## config.mk

```make
export PLATFORM = sky130hd
export DESIGN_NAME = sorted_list_table_core
export DESIGN_NICKNAME = d
export VERILOG_FILES = /design/src/hdl/slt_pkg.sv /design/src/hdl/slt_cell.sv /design/src/hdl/sorted_list_table_core.sv
export SDC_FILE = /design/constraint.sdc
export NUM_CORES = 2
export LEC_CHECK = 0
export BUFFER_PORTS_ARGS = -buffer_cell sky130_fd_sc_hd__buf_2
export CORE_MARGIN = 5
export CORE_UTILIZATION = 55
export CTS_BUF_LIST = sky130_fd_sc_hd__clkbuf_8
export CTS_CLUSTER_SIZE = 30
export DETAILED_ROUTE_END_ITERATION = 10
export HOLD_SLACK_MARGIN = 0.03
export MAX_ROUTING_LAYER = met4
export PLACE_DENSITY = 0.68
export SETUP_SLACK_MARGIN = 0.1
export SLEW_MARGIN = 20
export SYNTH_ARGS = -nofsm -noshare
export SYNTH_HDL_FRONTEND = slang
export SYNTH_SLANG_ARGS = --single-unit
```

## constraint.sdc

```tcl
create_clock -name clk -period 6.4 [get_ports clk]
set_input_delay 0.32 -clock clk [delete_from_list [all_inputs] [get_ports clk]]
set_output_delay 0.32 -clock clk [all_outputs]
set_load 0.02 [all_outputs]
```

## src/hdl/slt_pkg.sv

```systemverilog
package slt_pkg;

  localparam int unsigned KEY_W = 32;
  localparam int unsigned OP_W  = 2;
  localparam int unsigned ST_W  = 3;
  localparam int unsigned POS_W = 5;

  localparam logic [OP_W-1:0] OP_INSERT = 2'd0;
  localparam logic [OP_W-1:0] OP_SEARCH = 2'd1;
  localparam logic [OP_W-1:0] OP_DELETE = 2'd2;

  typedef enum logic [ST_W-1:0] {
    ST_INSERTED  = 3'd0,
    ST_FOUND     = 3'd1,
    ST_NOT_FOUND = 3'd2,
    ST_DELETED   = 3'd3,
    ST_EMPTY     = 3'd4,
    ST_FULL      = 3'd5
  } status_t;

  typedef enum logic [1:0] {
    CMD_HOLD,
    CMD_CMP,
    CMD_INS,
    CMD_DEL
  } cell_cmd_t;

  typedef struct packed {
    cell_cmd_t               cmd;
    logic signed [KEY_W-1:0] key;
  } cell_ctl_t;

endpackage

```

## src/hdl/slt_cell.sv

```systemverilog
module slt_cell (
  input  logic                              clk,
  input  logic                              rst,
  input  slt_pkg::cell_ctl_t                ctl,
  input  logic signed [slt_pkg::KEY_W-1:0]  left_value,
  input  logic                              left_valid,
  input  logic                              left_le,
  input  logic                              left_lt,
  input  logic signed [slt_pkg::KEY_W-1:0]  right_value,
  input  logic                              right_valid,
  output logic signed [slt_pkg::KEY_W-1:0]  value,
  output logic                              valid,
  output logic                              le,
  output logic                              lt,
  output logic                              first
);

  assign first = le && !lt && left_lt;

  always_ff @(posedge clk) begin
    if (rst) begin
      valid <= 1'b0;
    end else begin
      case (ctl.cmd)
        slt_pkg::CMD_INS: begin
          if (!le) begin
            if (left_le) begin
              value <= ctl.key;
              valid <= 1'b1;
            end else begin
              value <= left_value;
              valid <= left_valid;
            end
          end
        end
        slt_pkg::CMD_DEL: begin
          if (!lt) begin
            value <= right_value;
            valid <= right_valid;
          end
        end
        default: begin
        end
      endcase
    end
  end

  always_ff @(posedge clk) begin
    if (ctl.cmd == slt_pkg::CMD_CMP) begin
      le <= valid && (value <= ctl.key);
      lt <= valid && (value < ctl.key);
    end
  end

endmodule

```

## src/hdl/sorted_list_table_core.sv

```systemverilog
// Ordered table of up to DEPTH signed 32-bit keys held in a row of cells, one key per
// cell, ascending. Each request word (op, value) gives one response word: insert places
// the key after any equal keys, search reports the 1-based position of the first equal
// key, delete removes it and the later keys close up. A request has three steps: accept;
// compare, in which every cell registers its order against the key; and update, in
// which, on insert or delete, cells shift by one toward or away from their neighbor and
// the response is loaded. The update waits while a previous response is still stalled;
// the next request is taken once the update has been made, so one request can sit in the
// output register while the next is compared. The table is empty after reset.
module sorted_list_table_core #(
  parameter int unsigned DEPTH = 16
) (
  input  logic                              clk,
  input  logic                              rst,
  input  logic                              req_valid,
  output logic                              req_stall,
  input  logic [slt_pkg::OP_W-1:0]          op,
  input  logic signed [slt_pkg::KEY_W-1:0]  value,
  output logic                              rsp_valid,
  input  logic                              rsp_stall,
  output logic [slt_pkg::ST_W-1:0]          status,
  output logic [slt_pkg::POS_W-1:0]         position,
  output logic [slt_pkg::POS_W-1:0]         entries_held
);

  localparam int unsigned IDX_W = $clog2(DEPTH);
  localparam int unsigned CNT_W = $clog2(DEPTH + 1);

  typedef enum logic [1:0] {
    S_IDLE,
    S_CMP,
    S_UPD
  } state_t;

  state_t                             state;
  logic [slt_pkg::OP_W-1:0]           op_reg;
  logic signed [slt_pkg::KEY_W-1:0]   key;
  logic [CNT_W-1:0]                   count;
  logic [CNT_W-1:0]                   count_next;
  slt_pkg::cell_ctl_t                 ctl;
  slt_pkg::status_t                   status_next;
  logic [slt_pkg::POS_W-1:0]          position_next;
  logic [IDX_W-1:0]                   first_idx;
  logic [IDX_W+slt_pkg::POS_W-1:0]    idx_ext;
  logic [CNT_W+slt_pkg::POS_W-1:0]    cnt_ext;
  logic                               found;
  logic                               upd_go;

  logic signed [slt_pkg::KEY_W-1:0]   cell_value [DEPTH];
  logic [DEPTH-1:0]                   cell_valid;
  logic [DEPTH-1:0]                   cell_le;
  logic [DEPTH-1:0]                   cell_lt;
  logic [DEPTH-1:0]                   cell_first;

  genvar g;
  generate
    for (g = 0; g < DEPTH; g++) begin : g_cell
      logic signed [slt_pkg::KEY_W-1:0] lv;
      logic signed [slt_pkg::KEY_W-1:0] rv;
      logic                             lval;
      logic                             lle;
      logic                             llt;
      logic                             rval;
      if (g == 0) begin : g_head
        assign lv   = '0;
        assign lval = 1'b0;
        assign lle  = 1'b1;
        assign llt  = 1'b1;
      end else begin : g_mid
        assign lv   = cell_value[g-1];
        assign lval = cell_valid[g-1];
        assign lle  = cell_le[g-1];
        assign llt  = cell_lt[g-1];
      end
      if (g == DEPTH - 1) begin : g_tail
        assign rv   = '0;
        assign rval = 1'b0;
      end else begin : g_body
        assign rv   = cell_value[g+1];
        assign rval = cell_valid[g+1];
      end
      slt_cell u_cell (
        .clk         (clk),
        .rst         (rst),
        .ctl         (ctl),
        .left_value  (lv),
        .left_valid  (lval),
        .left_le     (lle),
        .left_lt     (llt),
        .right_value (rv),
        .right_valid (rval),
        .value       (cell_value[g]),
        .valid       (cell_valid[g]),
        .le          (cell_le[g]),
        .lt          (cell_lt[g]),
        .first       (cell_first[g])
      );
    end
  endgenerate

  always_comb begin
    first_idx = '0;
    for (int i = 0; i < DEPTH; i++) begin
      if (cell_first[i]) begin
        first_idx = first_idx | IDX_W'(i);
      end
    end
  end

  assign found   = |cell_first;
  assign idx_ext = {{slt_pkg::POS_W{1'b0}}, first_idx};
  assign upd_go  = (state == S_UPD) && !(rsp_valid && rsp_stall);
  assign req_stall = (state != S_IDLE);

  always_comb begin
    status_next   = slt_pkg::ST_NOT_FOUND;
    position_next = '0;
    count_next    = count;
    ctl.key       = key;
    ctl.cmd       = slt_pkg::CMD_HOLD;
    if (state == S_CMP) begin
      ctl.cmd = slt_pkg::CMD_CMP;
    end
    if (op_reg == slt_pkg::OP_INSERT) begin
      if (count == CNT_W'(DEPTH)) begin
        status_next = slt_pkg::ST_FULL;
      end else begin
        status_next = slt_pkg::ST_INSERTED;
        count_next  = count + 1'b1;
        if (upd_go) begin
          ctl.cmd = slt_pkg::CMD_INS;
        end
      end
    end else if (op_reg == slt_pkg::OP_SEARCH || op_reg == slt_pkg::OP_DELETE) begin
      if (count == '0) begin
        status_next = slt_pkg::ST_EMPTY;
      end else if (!found) begin
        status_next = slt_pkg::ST_NOT_FOUND;
      end else begin
        position_next = idx_ext[slt_pkg::POS_W-1:0] + 1'b1;
        if (op_reg == slt_pkg::OP_SEARCH) begin
          status_next = slt_pkg::ST_FOUND;
        end else begin
          status_next = slt_pkg::ST_DELETED;
          count_next  = count - 1'b1;
          if (upd_go) begin
            ctl.cmd = slt_pkg::CMD_DEL;
          end
        end
      end
    end
  end

  assign cnt_ext = {{slt_pkg::POS_W{1'b0}}, count_next};

  always_ff @(posedge clk) begin
    if (rst) begin
      state     <= S_IDLE;
      count     <= '0;
      rsp_valid <= 1'b0;
    end else begin
      if (rsp_valid && !rsp_stall && !upd_go) begin
        rsp_valid <= 1'b0;
      end
      case (state)
        S_IDLE: begin
          if (req_valid) begin
            op_reg <= op;
            key    <= value;
            state  <= S_CMP;
          end
        end
        S_CMP: begin
          state <= S_UPD;
        end
        S_UPD: begin
          if (upd_go) begin
            count        <= count_next;
            status       <= status_next;
            position     <= position_next;
            entries_held <= cnt_ext[slt_pkg::POS_W-1:0];
            rsp_valid    <= 1'b1;
            state        <= S_IDLE;
          end
        end
        default: begin
          state <= S_IDLE;
        end
      endcase
    end
  end

endmodule
```

==> impl_metrics.py <==
metrics = {
    "final_layout": {
        "fin_area_um2": 45000,
        "multi_input_area_um2": 22200,
        "final_cell_mix": "625 x nand2_1, 591 x edfxtp_1, 556 x o21ai_0",
        "drive_above_1_share": 0.0700,
        "syn_to_final_growth_pct": 8.31,
        "nets": 4601,
        "largest_register_ffs": 512,
        "mostFrequentLayoutCell": "nand2_1",
        "regArea_um2": 18200,
        "reg_top3": "g_cell.u_cell.value (512), key (32)",
        "num-fill-cells": 6321,
        "final_util": 0.602,
        "regMostFlops": "g_cell.u_cell.value",
    },
    "cts": {
        "cts_buffer_depth": 3,
        "htreeDepth": 3,
        "postCtsSetupRepairBufs": 0,
        "clk_pin_slew_worst_paths_ns": 0.06,
        "tritoncts": "built",
        "cts_inserted_buffers": 109,
        "clk-insertion-delay-late_ns": 0.75,
        "clock-sinks": 615,
        "cts-root-buf": "clkbuf_8",
    },
    "timing": {
        "setup_viol": 0,
        "grt_setup_unrepaired": "no",
        "worst_pin_slew_ns": 1.16,
        "hold_viol_final": 0,
        "post-route-min-period_ns": 4.37,
        "finalCritPeriodShare": 0.683,
        "finalMaxSlewViolations": 0,
        "max_freq_mhz": 229,
        "max_slew_margin": 0.219,
        "finalClockSkew_ns": 0.0417,
        "setup_tns_ns": 0,
    },
    "logic_synthesis": {
        "syn_inst": 4002,
        "syn-mean-instance-area_um2": 10.4,
        "ys_top_cells_by_area": "edfxtp_1 43%, ha_1 16%, mux2i_1 12%, o21ai_0 6.7%, nand2_1 5.6%",
        "synth_edf_count": 591,
        "yosys_warnings": 0,
        "syn-num-nets": 4558,
        "synth_seq_cells": 615,
        "async_flop_share": 0,
        "synth_top_area_cell": "edfxtp_1",
        "synth_top_area_frac": 0.427,
        "synth_ff_type": "edfxtp_1",
        "ys_types": 75,
        "seq_area_frac_synth": 0.439,
        "synth_area_um2": 41500,
    },
    "power_and_ir_drop": {
        "pwr-share-clk": 0.394,
        "sequentialPowerShare": 0.521,
        "swShare": 0.264,
        "vdd_ir_drop_max_v": 0.000140,
        "pwr-share-comb": 0.085,
        "p_leak_nw": 17.3,
        "p_switching_mw": 2.27,
        "power_density_nw_per_um2": 191,
        "power.internal_mw": 6.33,
    },
    "placement": {
        "dpl-instance-area_um2": 42700,
        "portBuffers": 52,
        "gp_routability_congestion": 0.979,
        "hpwlAfterDp_um": 84800,
    },
    "detailed_routing": {
        "drtPass1Iterations": 6,
        "drtIter0Drc": 3365,
        "dr_total_vias": 32303,
        "post_drt_via_cell_ratio": 6.34,
        "post_drt_wl_per_cell_um": 22.9,
        "drc": 0,
        "ant_nets": 0,
        "wirelength_um": 117000,
    },
    "floorplan": {
        "fp.dieH_um": 285,
        "die_area_um2": 81100,
        "rows": 100,
        "core_area_um2": 74700,
        "ioPinCount": 53,
        "start_util": 0.556,
        "die_x_um": 285,
    },
    "global_routing": {
        "grt-ovfl-total": 0,
        "antenna_found_initial": 1,
        "grt_pass1_wl_um": 181000,
        "grt_max_degree": 210,
        "grt_pass1_vias": 31598,
        "grtUsageTotal": 0.287,
    },
    "setup_path": {
        "critPathLaunchType": "flop",
        "cp_slowest_cell": "a21oi_4",
        "worstSetupStartpoint": "count[0]",
        "cp.arrival_ns": 4.80,
        "path_cells": "inv_1 -> ha_1 -> nor4b_2 -> or4b_1 -> or2_1 -> a21oi_4 -> buf_12 -> o21ai_0",
        "reg2reg_slack_ns": 2.03,
        "cp.required_ns": 6.83,
        "slowest_delay_ns": 0.76,
        "reg2reg_from": "count[0]",
        "r2r-end": "g_cell[10].u_cell.value[16]",
        "worstSetupEndpointType": "flop",
        "r2r.worst_path.cells": 8,
        "crit_path_end": "g_cell[10].u_cell.value[16]",
        "criticalPathCategory": "reg2reg",
        "crit_fanout": 209,
    },
    "run_status": {
        "status": "finished clean",
    },
    "flow_run": {
        "max_cap_violations": 0,
    },
    "hold_path": {
        "hold_class": "in2reg",
    },
}
Yosys cell counts, types with 5 or more instances:
cell type  instances
o21ai_0          556
nand3b_1          14
nand2b_1          12
nor4_1            14
and3_1             6
a21o_1            48
clkbuf_1         148
o221ai_1          17
nand4_1           97
o21ba_2           14
or3_1             15
a211oi_1          33
a2111oi_0          5
a31oi_1           12
o21a_1             8
edfxtp_1         591
or4_1              7
buf_2             67
mux2i_1          487
dfxtp_1           24
nand3_1           59
ha_1             518
a21boi_0           7
a211o_1           10
a21oi_1          221
a221oi_1           5
a221o_1            7
nor2b_1           26
o211ai_1          34
inv_1             77
or2_2             16
nor2_1           108
nor3_1            24
and4_1            15
nand2_1          625
metrics by stage:
step	setup WS [ns]	cells	hold WS, ns	power [mW]
after floorplan	2.52	4002	0.419	5.03
final	2.03	5097	0.174	8.59
after global placement	2.27	4865	0.496	5.24
after global routing	1.83	5096	0.164	8.90
after detailed placement	2.16	4867	0.498	5.26
after CTS	2.16	5095	0.119	8.62
layer usage:
metal,global-route usage,wire length (µm),share of wire,up-vias
li1,-,-,-,15226
met1,0.396,51900,0.45,15749
met2,0.457,55000,0.47,1108
met3,0.0334,7060,0.061,220
met4,0.0753,2690,0.023,0
met5,-,0,0,-
how the worst min path moves through the flow:
stage | start | cells after the start | slack, ns | endpoint
3_5_place_dp | value[24] | 1 | 0.50 | key[24]
6_report | rst | 3 | 0.17 | g_cell[13].u_cell.valid
4_1_cts | rst | 3 | 0.12 | g_cell[13].u_cell.valid
2_1_floorplan | value[0] | 0 | 0.42 | key[0]
3_3_place_gp | value[27] | 1 | 0.50 | key[27]
5_1_grt | rst | 3 | 0.16 | g_cell[4].u_cell.valid
layout make-up:
class / count / area share
Inverter: 78 / 0.00651
Clock inverter: 80 / 0.00754
Multi-Input combinational cell: 3089 / 0.492
Antenna cell: 2 / 0.000111
Sequential cell: 615 / 0.405
Timing Repair Buffer: 152 / 0.0270
Clock buffer: 112 / 0.0343
Tap cell: 969 / 0.0270
worst max-delay path: cells and delay by family (launching register included):
kind / cells / cell delay [ns]
simple gates: 3 / 1.41
compound gates: 2 / 0.98
buf+inv: 2 / 0.68
flops: 1 / 0.52
fa+ha+maj: 1 / 0.25
kinds of logic after synthesis:
kind of cell,count (synthesis),synth area share
AO/OA/AOI/OAI,1014,0.140
XOR/XNOR,5,0.00105
adder cells (fa/ha/maj),518,0.156
buffers and inverters,298,0.0295
flip-flops,615,0.439
multiplexers,491,0.118
AND/OR/NAND/NOR,1061,0.116
power by group through the flow:
stage	clock (mW)	combinational, mW	sequential, mW
6_report	3.38	0.731	4.48
5_1_grt	3.61	0.807	4.48
2_1_floorplan	0	0.495	4.54
3_5_place_dp	0	0.701	4.56
4_1_cts	3.42	0.720	4.48
3_3_place_gp	0	0.675	4.56
timing repair:
action | CTS | global route
hold buffers | 36 | 0
gates resized for setup | 0 | 0
hold endpoints to repair | 37 | 0
No activity file was read; power rests on OpenSTA's default activity.
